===== config.mk =====
export PLATFORM = sky130hd
export DESIGN_NAME = imu_crash_detector
export DESIGN_NICKNAME = d
export VERILOG_FILES = /design/src/hw/rtl/imucd_pkg.sv /design/src/hw/rtl/imu_crash_detector.sv /design/src/hw/rtl/imucd_front.sv /design/src/hw/rtl/imucd_fifo.sv /design/src/hw/rtl/imucd_back.sv
export SDC_FILE = /design/constraint.sdc
export NUM_CORES = 2
export LEC_CHECK = 0
export BUFFER_PORTS_ARGS = -buffer_cell sky130_fd_sc_hd__buf_2
export CAP_MARGIN = 25
export CORE_ASPECT_RATIO = 0.5
export CORE_UTILIZATION = 47
export CTS_CLUSTER_DIAMETER = 40
export DETAILED_ROUTE_END_ITERATION = 8
export PLACE_DENSITY_LB_ADDON = 0.08
export SLEW_MARGIN = 10
export SYNTH_ARGS = -nofsm -noshare
export SYNTH_HDL_FRONTEND = slang
export SYNTH_SLANG_ARGS = --single-unit

===== constraint.sdc =====
create_clock -name i_clk -period 10.9 [get_ports i_clk]
set_input_delay 0.545 -clock i_clk [delete_from_list [all_inputs] [get_ports i_clk]]
set_output_delay 0.545 -clock i_clk [all_outputs]
set_load 0.05 [all_outputs]

===== src/hw/rtl/imucd_pkg.sv =====
// Shared types, constants and register codes of the IMU crash detector.
package imucd_pkg;

    localparam int SampleW   = 16;
    localparam int TimeW     = 32;
    localparam int MagW      = 32;
    localparam int CosW      = 17;
    localparam int WinW      = 16;
    localparam int SqW       = 31;                 // one square of a 16-bit sample
    localparam int ProdW     = CosW + MagW;        // cos^2 times floored magnitude
    localparam int CfgIdxW   = 3;
    localparam int CfgDataW  = 32;
    localparam int QueueDepth = 2;

    localparam logic [MagW-1:0] AccelFloorSq = MagW'(268);

    localparam logic [MagW-1:0] ImpactReset   = 32'd268435456;
    localparam logic [MagW-1:0] RotationReset = 32'd1072562500;
    localparam logic [CosW-1:0] TiltCosReset  = 17'd7666;
    localparam logic [WinW-1:0] ConfirmReset  = 16'd10000;
    localparam logic [WinW-1:0] StreakReset   = 16'd5000;
    localparam logic [WinW-1:0] GraceReset    = 16'd30000;
    localparam logic [WinW-1:0] BlinkReset    = 16'd300;

    typedef enum logic [CfgIdxW-1:0] {
        CFG_IMPACT   = 3'd0,
        CFG_ROTATION = 3'd1,
        CFG_TILT_COS = 3'd2,
        CFG_CONFIRM  = 3'd3,
        CFG_STREAK   = 3'd4,
        CFG_GRACE    = 3'd5,
        CFG_BLINK    = 3'd6
    } t_cfg_idx;

    typedef enum logic [1:0] {
        MODE_MONITOR = 2'd0,
        MODE_CONFIRM = 2'd1,
        MODE_GRACE   = 2'd2
    } t_mode;

    // Front end sequencer: three squaring steps, tilt product, hand-off.
    typedef enum logic [2:0] {
        STEP_X    = 3'd0,
        STEP_Y    = 3'd1,
        STEP_Z    = 3'd2,
        STEP_PROD = 3'd3,
        STEP_PUSH = 3'd4
    } t_step;

    typedef struct packed {
        logic [MagW-1:0] impact_mag_sq;
        logic [MagW-1:0] rotation_mag_sq;
        logic [CosW-1:0] tilt_cos_sq_q16;
        logic [WinW-1:0] confirm_win_ms;
        logic [WinW-1:0] streak_hold_ms;
        logic [WinW-1:0] grace_win_ms;
        logic [WinW-1:0] blink_period_ms;
    } t_cfg;

    // Classified sample handed from front end to mode machine.
    typedef struct packed {
        logic             impact;
        logic             rotating;
        logic             tilted;
        logic [TimeW-1:0] now_ms;
    } t_cls;

    typedef struct packed {
        logic [1:0] mode;
        logic       led_on;
        logic       beeper_on;
        logic       snapshot_pulse;
        logic       alert_pulse;
    } t_res;

endpackage


===== src/hw/rtl/imu_crash_detector.sv =====
// Top level of the IMU crash detector: config registers, front end, queue, mode machine.
//
// Usage:
//   Samples go in through a queue-like port: a beat is taken at a clock edge
//   with push high and full low. Each sample carries six raw 16-bit IMU axes
//   and a wrapping millisecond timestamp. Results come out the same way: the
//   oldest result sits on o_mode, o_led_on, o_beeper_on, o_snapshot_pulse and
//   o_alert_pulse while empty is low and leaves at an edge with pop high.
//   Exactly one result per sample, in order.
//   Registers are written on the cfg channel (index, data); it is always ready
//   and should be written only while no sample is in flight.
// Timing:
//   The front end works on one sample at a time: squaring steps for x, y and z on
//   two shared 16x16 squarers (accel and gyro lanes), the 17x32 tilt product, then
//   a step that compares and queues the classified beat, waiting while the queue is
//   full; a new sample is taken as the last one is queued. The mode machine takes a
//   queued beat when the result register is empty or being popped, and registers it.
//   If pop stays low the result register holds, the queue fills and full rises.
// Reset:
//   Synchronous, active low. Registers return to defaults, mode to monitor,
//   LED and buzzer off, queue and result register empty.
module imu_crash_detector #(
    parameter int QUEUE_DEPTH = imucd_pkg::QueueDepth
) (
    input  logic                                i_clk,
    input  logic                                i_rst_n,
    input  logic                                push,
    output logic                                full,
    input  logic signed [imucd_pkg::SampleW-1:0] i_accel_x,
    input  logic signed [imucd_pkg::SampleW-1:0] i_accel_y,
    input  logic signed [imucd_pkg::SampleW-1:0] i_accel_z,
    input  logic signed [imucd_pkg::SampleW-1:0] i_gyro_x,
    input  logic signed [imucd_pkg::SampleW-1:0] i_gyro_y,
    input  logic signed [imucd_pkg::SampleW-1:0] i_gyro_z,
    input  logic [imucd_pkg::TimeW-1:0]          i_now_ms,
    output logic                                empty,
    input  logic                                pop,
    output logic [1:0]                          o_mode,
    output logic                                o_led_on,
    output logic                                o_beeper_on,
    output logic                                o_snapshot_pulse,
    output logic                                o_alert_pulse,
    input  logic                                i_cfg_valid,
    output logic                                o_cfg_ready,
    input  logic [imucd_pkg::CfgIdxW-1:0]        i_cfg_index,
    input  logic [imucd_pkg::CfgDataW-1:0]       i_cfg_data
);

    imucd_pkg::t_cfg r_cfg;
    imucd_pkg::t_cls front_data, q_data;
    imucd_pkg::t_res res;
    logic            front_push, q_ready, q_valid, q_pop;

    assign o_cfg_ready = 1'b1;

    always_ff @(posedge i_clk) begin
        if (!i_rst_n) begin
            r_cfg.impact_mag_sq   <= imucd_pkg::ImpactReset;
            r_cfg.rotation_mag_sq <= imucd_pkg::RotationReset;
            r_cfg.tilt_cos_sq_q16 <= imucd_pkg::TiltCosReset;
            r_cfg.confirm_win_ms  <= imucd_pkg::ConfirmReset;
            r_cfg.streak_hold_ms  <= imucd_pkg::StreakReset;
            r_cfg.grace_win_ms    <= imucd_pkg::GraceReset;
            r_cfg.blink_period_ms <= imucd_pkg::BlinkReset;
        end else if (i_cfg_valid && o_cfg_ready) begin
            unique case (i_cfg_index)
                imucd_pkg::CFG_IMPACT:   r_cfg.impact_mag_sq   <= i_cfg_data;
                imucd_pkg::CFG_ROTATION: r_cfg.rotation_mag_sq <= i_cfg_data;
                imucd_pkg::CFG_TILT_COS:
                    r_cfg.tilt_cos_sq_q16 <= i_cfg_data[imucd_pkg::CosW-1:0];
                imucd_pkg::CFG_CONFIRM:
                    r_cfg.confirm_win_ms <= i_cfg_data[imucd_pkg::WinW-1:0];
                imucd_pkg::CFG_STREAK:
                    r_cfg.streak_hold_ms <= i_cfg_data[imucd_pkg::WinW-1:0];
                imucd_pkg::CFG_GRACE:
                    r_cfg.grace_win_ms <= i_cfg_data[imucd_pkg::WinW-1:0];
                imucd_pkg::CFG_BLINK:
                    r_cfg.blink_period_ms <= i_cfg_data[imucd_pkg::WinW-1:0];
                default: ;
            endcase
        end
    end

    imucd_front u_front (
        .i_clk     (i_clk),
        .i_rst_n   (i_rst_n),
        .i_push    (push),
        .o_full    (full),
        .i_accel_x (i_accel_x),
        .i_accel_y (i_accel_y),
        .i_accel_z (i_accel_z),
        .i_gyro_x  (i_gyro_x),
        .i_gyro_y  (i_gyro_y),
        .i_gyro_z  (i_gyro_z),
        .i_now_ms  (i_now_ms),
        .i_cfg     (r_cfg),
        .o_q_push  (front_push),
        .i_q_ready (q_ready),
        .o_q_data  (front_data)
    );

    imucd_fifo #(
        .DEPTH (QUEUE_DEPTH)
    ) u_fifo (
        .i_clk   (i_clk),
        .i_rst_n (i_rst_n),
        .i_push  (front_push),
        .i_data  (front_data),
        .o_ready (q_ready),
        .o_valid (q_valid),
        .i_pop   (q_pop),
        .o_data  (q_data)
    );

    imucd_back u_back (
        .i_clk     (i_clk),
        .i_rst_n   (i_rst_n),
        .i_q_valid (q_valid),
        .i_q_data  (q_data),
        .o_q_pop   (q_pop),
        .i_cfg     (r_cfg),
        .o_empty   (empty),
        .i_pop     (pop),
        .o_res     (res)
    );

    assign o_mode           = res.mode;
    assign o_led_on         = res.led_on;
    assign o_beeper_on      = res.beeper_on;
    assign o_snapshot_pulse = res.snapshot_pulse;
    assign o_alert_pulse    = res.alert_pulse;

endmodule


===== src/hw/rtl/imucd_front.sv =====
// Front end: squares the six axes on two shared squarers and classifies the sample.
module imucd_front (
    input  logic                                i_clk,
    input  logic                                i_rst_n,
    input  logic                                i_push,
    output logic                                o_full,
    input  logic signed [imucd_pkg::SampleW-1:0] i_accel_x,
    input  logic signed [imucd_pkg::SampleW-1:0] i_accel_y,
    input  logic signed [imucd_pkg::SampleW-1:0] i_accel_z,
    input  logic signed [imucd_pkg::SampleW-1:0] i_gyro_x,
    input  logic signed [imucd_pkg::SampleW-1:0] i_gyro_y,
    input  logic signed [imucd_pkg::SampleW-1:0] i_gyro_z,
    input  logic [imucd_pkg::TimeW-1:0]          i_now_ms,
    input  imucd_pkg::t_cfg                      i_cfg,
    output logic                                o_q_push,
    input  logic                                i_q_ready,
    output imucd_pkg::t_cls                      o_q_data
);

    logic                                r_busy, n_busy;
    imucd_pkg::t_step                    r_step, n_step;
    logic signed [imucd_pkg::SampleW-1:0] r_ax, r_ay, r_az, r_gx, r_gy, r_gz;
    logic [imucd_pkg::TimeW-1:0]          r_now;
    logic [imucd_pkg::MagW-1:0]           r_a2, r_g2;
    logic [imucd_pkg::SqW-1:0]            r_az2;
    logic [imucd_pkg::ProdW-1:0]          r_prod;

    logic signed [imucd_pkg::SampleW-1:0] sel_a, sel_g;
    logic signed [2*imucd_pkg::SampleW-1:0] sq_a, sq_g;
    logic [imucd_pkg::MagW-1:0]           denom;
    logic                                accept, push_done;

    assign push_done = r_busy && (r_step == imucd_pkg::STEP_PUSH) && i_q_ready;
    assign o_full    = r_busy && !push_done;
    assign accept    = i_push && !o_full;

    always_comb begin
        case (r_step)
            imucd_pkg::STEP_X: begin sel_a = r_ax; sel_g = r_gx; end
            imucd_pkg::STEP_Y: begin sel_a = r_ay; sel_g = r_gy; end
            default:           begin sel_a = r_az; sel_g = r_gz; end
        endcase
    end

    assign sq_a  = sel_a * sel_a;
    assign sq_g  = sel_g * sel_g;
    assign denom = (r_a2 > imucd_pkg::AccelFloorSq) ? r_a2 : imucd_pkg::AccelFloorSq;

    always_comb begin
        n_busy = r_busy;
        n_step = r_step;
        if (r_busy) begin
            unique case (r_step)
                imucd_pkg::STEP_X:    n_step = imucd_pkg::STEP_Y;
                imucd_pkg::STEP_Y:    n_step = imucd_pkg::STEP_Z;
                imucd_pkg::STEP_Z:    n_step = imucd_pkg::STEP_PROD;
                imucd_pkg::STEP_PROD: n_step = imucd_pkg::STEP_PUSH;
                imucd_pkg::STEP_PUSH: n_step = imucd_pkg::STEP_PUSH;
                default:              n_step = imucd_pkg::STEP_X;
            endcase
        end
        if (push_done) begin
            n_busy = 1'b0;
        end
        if (accept) begin
            n_busy = 1'b1;
            n_step = imucd_pkg::STEP_X;
        end
    end

    always_ff @(posedge i_clk) begin
        if (!i_rst_n) begin
            r_busy <= 1'b0;
            r_step <= imucd_pkg::STEP_X;
        end else begin
            r_busy <= n_busy;
            r_step <= n_step;
        end
    end

    always_ff @(posedge i_clk) begin
        if (accept) begin
            r_ax  <= i_accel_x;
            r_ay  <= i_accel_y;
            r_az  <= i_accel_z;
            r_gx  <= i_gyro_x;
            r_gy  <= i_gyro_y;
            r_gz  <= i_gyro_z;
            r_now <= i_now_ms;
        end
        if (r_busy) begin
            case (r_step) inside
                imucd_pkg::STEP_X: begin
                    r_a2 <= imucd_pkg::MagW'(sq_a[imucd_pkg::SqW-1:0]);
                    r_g2 <= imucd_pkg::MagW'(sq_g[imucd_pkg::SqW-1:0]);
                end
                imucd_pkg::STEP_Y, imucd_pkg::STEP_Z: begin
                    r_a2 <= r_a2 + imucd_pkg::MagW'(sq_a[imucd_pkg::SqW-1:0]);
                    r_g2 <= r_g2 + imucd_pkg::MagW'(sq_g[imucd_pkg::SqW-1:0]);
                    if (r_step == imucd_pkg::STEP_Z) begin
                        r_az2 <= sq_a[imucd_pkg::SqW-1:0];
                    end
                end
                imucd_pkg::STEP_PROD: begin
                    r_prod <= {{imucd_pkg::MagW{1'b0}}, i_cfg.tilt_cos_sq_q16}
                            * {{imucd_pkg::CosW{1'b0}}, denom};
                end
                default: ;
            endcase
        end
    end

    // tilt test: az^2 * 2^16 < cos^2 * max(A^2, floor), exact
    assign o_q_push        = r_busy && (r_step == imucd_pkg::STEP_PUSH);
    assign o_q_data.impact   = r_a2 > i_cfg.impact_mag_sq;
    assign o_q_data.rotating = r_g2 > i_cfg.rotation_mag_sq;
    assign o_q_data.tilted   = imucd_pkg::ProdW'({r_az2, 16'h0000}) < r_prod;
    assign o_q_data.now_ms   = r_now;

endmodule


===== src/hw/rtl/imucd_fifo.sv =====
// Small flop queue of classified samples between front end and mode machine.
module imucd_fifo #(
    parameter int DEPTH = imucd_pkg::QueueDepth
) (
    input  logic            i_clk,
    input  logic            i_rst_n,
    input  logic            i_push,
    input  imucd_pkg::t_cls i_data,
    output logic            o_ready,
    output logic            o_valid,
    input  logic            i_pop,
    output imucd_pkg::t_cls o_data
);

    localparam int PTR_W = (DEPTH > 1) ? $clog2(DEPTH) : 1;
    localparam int CNT_W = $clog2(DEPTH + 1);
    localparam logic [PTR_W-1:0] LastPtr = PTR_W'(DEPTH - 1);
    localparam logic [CNT_W-1:0] FullCnt = CNT_W'(DEPTH);

    imucd_pkg::t_cls   r_mem [DEPTH];
    logic [PTR_W-1:0]  r_wr, r_rd;
    logic [CNT_W-1:0]  r_cnt;
    logic              do_push, do_pop;

    assign o_ready = r_cnt != FullCnt;
    assign o_valid = r_cnt != '0;
    assign do_push = i_push && o_ready;
    assign do_pop  = i_pop && o_valid;
    assign o_data  = r_mem[r_rd];

    always_ff @(posedge i_clk) begin
        if (!i_rst_n) begin
            r_wr  <= '0;
            r_rd  <= '0;
            r_cnt <= '0;
        end else begin
            if (do_push) begin
                r_wr <= (r_wr == LastPtr) ? '0 : r_wr + PTR_W'(1);
            end
            if (do_pop) begin
                r_rd <= (r_rd == LastPtr) ? '0 : r_rd + PTR_W'(1);
            end
            if (do_push && !do_pop) begin
                r_cnt <= r_cnt + CNT_W'(1);
            end else if (do_pop && !do_push) begin
                r_cnt <= r_cnt - CNT_W'(1);
            end
        end
    end

    always_ff @(posedge i_clk) begin
        if (do_push) begin
            r_mem[r_wr] <= i_data;
        end
    end

endmodule


===== src/hw/rtl/imucd_back.sv =====
// Back end: monitor/confirm/grace mode machine and the result register.
module imucd_back (
    input  logic            i_clk,
    input  logic            i_rst_n,
    input  logic            i_q_valid,
    input  imucd_pkg::t_cls i_q_data,
    output logic            o_q_pop,
    input  imucd_pkg::t_cfg i_cfg,
    output logic            o_empty,
    input  logic            i_pop,
    output imucd_pkg::t_res o_res
);

    imucd_pkg::t_mode             r_mode, n_mode;
    logic [imucd_pkg::TimeW-1:0]  r_confirm_start, n_confirm_start;
    logic [imucd_pkg::TimeW-1:0]  r_streak_start, n_streak_start;
    logic [imucd_pkg::TimeW-1:0]  r_grace_start, n_grace_start;
    logic [imucd_pkg::TimeW-1:0]  r_last_toggle, n_last_toggle;
    logic                         r_streak_valid, n_streak_valid;
    logic                         r_led, n_led;
    logic                         r_buzzer, n_buzzer;
    logic                         r_out_valid;
    imucd_pkg::t_res              r_out;
    logic                         snap, alert, step;
    logic [imucd_pkg::TimeW-1:0]  now, streak_base;

    assign step    = i_q_valid && (!r_out_valid || i_pop);
    assign o_q_pop = step;
    assign o_empty = !r_out_valid;
    assign o_res   = r_out;
    assign now     = i_q_data.now_ms;

    always_comb begin
        n_mode          = r_mode;
        n_confirm_start = r_confirm_start;
        n_streak_start  = r_streak_start;
        n_grace_start   = r_grace_start;
        n_last_toggle   = r_last_toggle;
        n_streak_valid  = r_streak_valid;
        n_led           = r_led;
        n_buzzer        = r_buzzer;
        snap            = 1'b0;
        alert           = 1'b0;
        streak_base     = r_streak_valid ? r_streak_start : now;
        unique case (r_mode)
            imucd_pkg::MODE_MONITOR: begin
                if (i_q_data.impact && i_q_data.rotating) begin
                    n_confirm_start = now;
                    n_streak_valid  = 1'b0;
                    n_mode          = imucd_pkg::MODE_CONFIRM;
                end
            end
            imucd_pkg::MODE_CONFIRM: begin
                if (i_q_data.tilted) begin
                    n_streak_start = streak_base;
                    n_streak_valid = 1'b1;
                    if (now - streak_base >= {16'h0000, i_cfg.streak_hold_ms}) begin
                        snap          = 1'b1;
                        n_grace_start = now;
                        n_last_toggle = now;
                        n_led         = 1'b0;
                        n_buzzer      = 1'b0;
                        n_mode        = imucd_pkg::MODE_GRACE;
                    end
                end else begin
                    n_streak_valid = 1'b0;
                end
                // window timeout wins even over a snapshot on this beat
                if (now - r_confirm_start >= {16'h0000, i_cfg.confirm_win_ms}) begin
                    n_mode = imucd_pkg::MODE_MONITOR;
                end
            end
            imucd_pkg::MODE_GRACE: begin
                if (now - r_last_toggle >= {16'h0000, i_cfg.blink_period_ms}) begin
                    n_last_toggle = now;
                    n_led         = !r_led;
                end
                n_buzzer = 1'b1;
                if (now - r_grace_start >= {16'h0000, i_cfg.grace_win_ms}) begin
                    n_led    = 1'b0;
                    n_buzzer = 1'b0;
                    alert    = 1'b1;
                    n_mode   = imucd_pkg::MODE_MONITOR;
                end
            end
            default: begin
                n_mode = imucd_pkg::MODE_MONITOR;
            end
        endcase
    end

    always_ff @(posedge i_clk) begin
        if (!i_rst_n) begin
            r_mode          <= imucd_pkg::MODE_MONITOR;
            r_confirm_start <= '0;
            r_streak_start  <= '0;
            r_grace_start   <= '0;
            r_last_toggle   <= '0;
            r_streak_valid  <= 1'b0;
            r_led           <= 1'b0;
            r_buzzer        <= 1'b0;
            r_out_valid     <= 1'b0;
        end else begin
            if (step) begin
                r_mode          <= n_mode;
                r_confirm_start <= n_confirm_start;
                r_streak_start  <= n_streak_start;
                r_grace_start   <= n_grace_start;
                r_last_toggle   <= n_last_toggle;
                r_streak_valid  <= n_streak_valid;
                r_led           <= n_led;
                r_buzzer        <= n_buzzer;
                r_out_valid     <= 1'b1;
            end else if (i_pop) begin
                r_out_valid <= 1'b0;
            end
        end
    end

    always_ff @(posedge i_clk) begin
        if (step) begin
            r_out.mode           <= n_mode;
            r_out.led_on         <= n_led;
            r_out.beeper_on      <= n_buzzer;
            r_out.snapshot_pulse <= snap;
            r_out.alert_pulse    <= alert;
        end
    end

endmodule


-- Yosys cells after proc, flatten, opt, wreduce, memory -nomap -nowiden
Memory sizes are Yosys's and may differ from the RTL's. A register that Yosys moved wholly into a read port is not among the register bits.
Index checks and enable logic that the tools add are counted.
- bits in registers: 565
- memory bits (writable): 70
- input bits: 168
- memories: 1
- memory list (memory ; depth ; bits a word ; rd ports ; clocked after Yosys merged registers in ; write ports ; RTL line ; source):
    u_fifo.r_mem ; 2 ; 35 ; 1 ; 1 ; 1 ; imucd_fifo.sv:20 ; imucd_pkg::t_cls r_mem [DEPTH];
- add/sub/neg operators: 10
- $mul: 3
- order comparisons: 8
- eq/ne operators: 17
- multiplexer cells: 45
- bitwise operators: 3
- reductions and logical operators: 44
- operators with widths (cell ; count):
    $mux W32 ; 7
    $ge A32 B16 Y1 ; 4
    $sub A32 B32 Y32 ; 4
    $add A32 B31 Y32 ; 2
    $gt A32 B32 Y1 ; 2
    $pmux W16 S2 ; 2
    $pmux W32 S2 ; 1
    $mul A16 B16 Y31 ; 2
    $mux W31 ; 2
    $lt A47 B49 Y1 ; 1
    $mul A17 B32 Y49 ; 1
    $gt A32 B9 Y1 const B ; 1
    $mux W1 ; 21
    $reduce_and A2 Y1 ; 9
    $mux W2 ; 7
    $reduce_bool A2 Y1 ; 7
    $eq A3 B2 Y1 const B ; 4
    $eq A3 B3 Y1 const B ; 4
    $pmux W3 S4 ; 1
    $reduce_and A4 Y1 ; 3
    $logic_and A1 B1 Y1 ; 9
    $reduce_and A3 Y1 ; 3
    $eq A3 B1 Y1 const B ; 2
    $logic_not A3 Y1 ; 2
    other kinds (15) ; 29

-- Longest topological paths before layout
- depth after elaboration: 8
- depth in mapped cells: 44

-- By module
A second synthesis with hierarchy kept.
- cell total of the unflattened synthesis: 8046
- area total of the unflattened synthesis: 73107.6 µm²
- modules (own cells, without submodules) (module ; instances ; cells each ; area each (µm²) ; sequential area each (µm²)):
    imucd_front ; 1 ; 5257 ; 49279.8 ; 8217.9
    imucd_back ; 1 ; 2109 ; 15406.0 ; 2862.7
    imu_crash_detector ; 1 ; 547 ; 5662.9 ; 2902.8
    imucd_fifo ; 1 ; 133 ; 2758.9 ; 2202.1

-- Least setup slack after synthesis
No wires, ideal clock.
- path type: reg-to-reg
- from: register u_front.r_step[0]
- to: register u_front.r_g2[30] in the netlist's numbering (data pin)
- setup time: 256 ps
- arrival time: 8885 ps
- required time: 10644 ps
- slack: 1758 ps
- cell stages (with the launch flop): 39
- buffers on the path: 5
- period minus slack after synthesis: 9142 ps
- path through: dfxtp_1 clkbuf_1 buf_1 buf_1 mux2i_1 a21o_1 inv_1 clkbuf_1 nand2_1 fa_1 fa_1 fa_1 inv_1 fa_1 fa_1 inv_1 fa_1 inv_1 [... 3 more ...] a21oi_1 a21boi_0 nor2_1 nor2_1 xnor2_1 ha_1 clkbuf_1 a21o_1 a21o_1 a21oi_1 nor2_1 o211ai_1 nand2_1 o41ai_1 o21ai_0 nand2_1 mux2i_1 nor3_1
- cells in the longest elaborated chain, start to end: 6
- elaborated cells between the ends (all ways): 7
- RTL lines (item ; RTL line ; source):
    start, declared ; imucd_front.sv:21 ; imucd_pkg::t_step r_step, n_step;
    start signal, assigned ; imucd_front.sv:74 ; r_step <= imucd_pkg::STEP_X;
    start signal, assigned ; imucd_front.sv:77 ; r_step <= n_step;
    $eq A3 B1 Y1 / $logic_not A3 Y1 (equally long branches) ; imucd_front.sv:38 ; case (r_step)
    $pmux W16 S2 ; imucd_front.sv:38 ;
    $mul A16 B16 Y31 ; imucd_front.sv:46 ; assign sq_g = sel_g * sel_g;
    $add A32 B31 Y32 ; imucd_front.sv:99 ; r_g2 <= r_g2 + imucd_pkg::MagW'(sq_g[imucd_pkg::SqW-1:0]);
    $mux W32 ; imucd_front.sv:92 ; case (r_step) inside
    $mux W31 * ; imucd_front.sv:92 ;
    end signal, assigned ; imucd_front.sv:95 ; r_g2 <= imucd_pkg::MagW'(sq_g[imucd_pkg::SqW-1:0]);
    end signal, assigned ; imucd_front.sv:99 ;
    end, declared ; imucd_front.sv:24 ; logic [imucd_pkg::MagW-1:0] r_a2, r_g2;
Mark *: on every way between the ends. The rest lies on a longest branch, timed or not. The select of a mux whose other input is x is not followed.
A chain may end at the register's enable or synchronous reset.

-- Worst setup path in the final report
- from: register u_front.r_step[1]
- to: register u_front.r_a2[30] in the netlist's numbering (data pin)
- cells in the longest elaborated chain, start to end: 6
- elaborated cells between the ends (all ways): 7
- RTL lines (item ; RTL line ; source):
    $eq A3 B1 Y1 / $logic_not A3 Y1 (equally long branches) ; imucd_front.sv:38 ;
    $pmux W16 S2 * ; imucd_front.sv:38 ;
    $mul A16 B16 Y31 * ; imucd_front.sv:45 ; assign sq_a = sel_a * sel_a;
    via u_front.sq_a (one bit) ; imucd_front.sv:29 ; logic signed [2*imucd_pkg::SampleW-1:0] sq_a, sq_g;
    $add A32 B31 Y32 * ; imucd_front.sv:98 ; r_a2 <= r_a2 + imucd_pkg::MagW'(sq_a[imucd_pkg::SqW-1:0]);
    $mux W32 * ; imucd_front.sv:92 ;
    $mux W31 * ; imucd_front.sv:92 ;
    end signal, assigned ; imucd_front.sv:94 ; r_a2 <= imucd_pkg::MagW'(sq_a[imucd_pkg::SqW-1:0]);
    end signal, assigned ; imucd_front.sv:98 ;
    end, declared ; imucd_front.sv:24 ;
Mark *: on every way through the listed nets, which the timed path passes. The rest lies on a longest branch. The select of a mux whose other input is x is not followed.

==> run metrics <==
status=completed; Die X=553 um; Post-synth EDFFs=347; Critical Path Max Stage Delay=between 800 and 900 ps; standard-cell row count=100; H-Tree Depth=3; I/O pins=177; met2 wire length=83.1 mm; Finished Cell Area=0.0781 mm2; reg2reg setup slack=~780 ps; total grt overflow=0; final worst slack=780 ps; top flop regs=r_cfg (145), u_fifo.r_mem (70), u_front.r_prod (49); Post-synth top flop=edfxtp_1; Worst Skew=37.3 ps; synthesized area=between 0.07 and 0.08 mm2; Root Buffer=clkbuf_16; sequential-to-total area share from yosys stat=22.7%; maximum number of pins on one net before global-route repair=89; core area=0.150 mm2; Layout Area Growth over Synthesis=9.45%; Slew HR=29.0%; clk buf depth=3; router iterations before antenna repair=6; ys async rst share=0%; R2R depth=38; Reg clk slew, reported paths=60 ps; first-pass GRT wire length=approximately 310 mm; crit start category=flip-flop; Req. time, crit path=11290 ps; GRT Util Overall=26.4%; Crit path max-delay family=adder cells; largest fanout on the critical path=12; Die Y=277 um; synthesized area per cell=9.01 um2; Worst Hold Depth=1; Synth area leaders=fa_1 (25%), edfxtp_1 (15%), ha_1 (11%); antenna violations before repair=10; slew of the pin with the lowest slew margin=1060 ps; Place WS=approximately 840 ps; wirelength, routed=201 mm; Mapped Nets=9640; HPWL Detailed=155 mm; GPL Wtd Cong=0.897; Largest register FFs=145; starting density of the core=47.7%; fmax=98.8 MHz; vias per cell=5.35; vias in the first global route=53413; CP bufs+invs=6; max-cap violations=0; FF-to-FF End=u_front.r_a2[30]; worst hold path type=input port to flip-flop; worst endpoint data arrival time=10510 ps; critical path type=flip-flop to flip-flop; Iteration-0 DRC Markers=3951; Setup crit start=u_front.r_step[1]; Final Max Tran Viols=0; via count=54125; die area=0.153 mm2; area share of the largest cell type after synthesis=25.4%; TritonCTS clock tree=yes; Hold Path End=u_front.r_ax[1]; reg2reg start=u_front.r_step[1]; final hold violations=0; final setup fails=0; ANT nets after route=0; Tmin final=10120 ps; Post-Syn Instances=between 7000 and 8000; area leader, netlist=fa_1; beginning of the worst hold path=i_accel_x[1]; Remaining DRCs=0; #FFs+latches synth=635; slowest CP cell=dfxtp_1; Biggest register=r_cfg; share of layout cells above drive strength 1=between 6 and 7%; TNS Setup=0 ps; port bufs=~180; Area after DPL=0.0744 mm2; RSZ-0062 raised after global routing=no; final worst-path cycle share=92.8%; Ys Warns=0; Worst setup EP type=flip-flop; Synth cell types=95; clk_lat worst skew=690 ps; met3 WL=~14 mm; crit-path most repeated cell=fa_1; M1 wire length=101 mm; top sig layer=met5; clock sink total=between 600 and 700; Final nets=9766; TritonCTS buffer count=between 80 and 90; routed length per placed instance=~20 um
[logic make-up (layout without fill, tap and decap cells)]
| family | count (synthesis) | after routing | synth area share, % |
|---|---|---|---|
| compound gates | 1235 | 1235 | 11.1 |
| xor+xnor | 248 | 248 | 3.04 |
| fa+ha+maj | 1557 | 1557 | 36.8 |
| buf+inv | 1789 | 1988 | 9.49 |
| flops | 635 | 635 | 22.7 |
| mux | 183 | 183 | 2.65 |
| other cells | 1 | 4 | 0.00526 |
| simple gates | 2267 | 2269 | 14.2 |
[cells in the mapped netlist (all sizes together), types with 83 or more instances]
cell type and number:
nand3 118, and2 181, dfxtp 288, a21oi 430
xnor2 175, clkbuf 258, ha 652, nor2 525
nor3 83, fa 905, nand2 1045, o21ai 195
a21o 144, edfxtp 347, mux2i 140, inv 1493
[final cells by class]
type,count,area (um2)
fillers,14118,71600
inverters,1500,5640
diodes,3,7.51
flip-flops and latches,635,16200
repair buffers,323,2200
clock buffers,103,2320
well taps,1989,2490
clock inverters,62,742
multi-input cells,5493,48500
[worst max path at each step]
stage	end	cells past startpoint	slack, ps
finish	u_front.r_a2[30]	38	780
floorplan	u_front.r_g2[30]	38	1760
detailed placement	u_front.r_a2[30]	36	840
global placement	u_front.r_a2[30]	38	950
CTS	u_front.r_a2[30]	36	790
global route	u_front.r_a2[30]	38	10
[worst reg2reg max path, delay by kind of cell (launching register included)]
family	cells	cell delay, ps
adders and majority gates	8	3730
AOI/OAI and AO/OA	16	3130
buffers and inverters	6	730
and+or+nand+nor	7	1270
DFF	1	830
xor gates and xnor gates	1	180
[metal layers]
layer	up-vias	global-route usage, %
li1	25803	-
met1	26673	40.8
met2	1457	38.9
met3	190	4.28
met4	2	4.60
met5	-	0
[cells in the final DEF (no fill, tap or decap), types with 11 or more instances in the layout]
cell type	Yosys	layout
o2111ai_1	11	11
or3_1	26	24
nor3_1	83	80
mux2i_1	139	139
xor2_1	73	73
a21o_1	144	144
nor2_1	524	516
o21ai_0	185	184
xnor2_1	175	175
nand3_1	118	118
o21a_1	73	73
buf_4	1	93
o21bai_1	34	34
and2_1	181	181
or2_2	15	15
nor4_1	28	28
clkbuf_16	0	89
fa_1	905	905
a31oi_1	41	41
inv_1	1490	1490
a21boi_0	13	13
edfxtp_1	347	347
dfxtp_1	288	284
inv_6	0	17
nand2b_1	53	53
o31ai_1	61	61
and3_1	26	25
a2111oi_0	14	14
clkinv_1	7	12
nor2b_1	63	62
dlygate4sd3_1	0	50
a211o_1	14	14
mux2_2	41	41
ha_1	652	652
a211oi_1	41	41
buf_2	13	174
nand2_1	1045	1045
a21oi_1	430	428
nand4_1	56	56
o211ai_1	64	64
[repair_timing]
item	CTS	global route
buffers inserted	0	0
hold buffers	50	0
resized for setup	0	1
setup endpoints to repair	0	1
endpoints found under the hold margin	50	0
[stage by stage]
| step | hold WS [ps] | util [%] | cells |
|---|---|---|---|
| final | 40.8 | 52.2 | 10108 |
| after global routing | 6.15 | 52.2 | 10107 |
| after CTS | 0.331 | 52.1 | 10100 |
| after detailed placement | 435 | 49.7 | 9885 |
| after global placement | 423 | 49.7 | 9882 |
| after floorplan | 421 | - | 7915 |
Power is not shown: default switching activity piles up to over one toggle a cycle in this logic, so the estimate is an artifact.
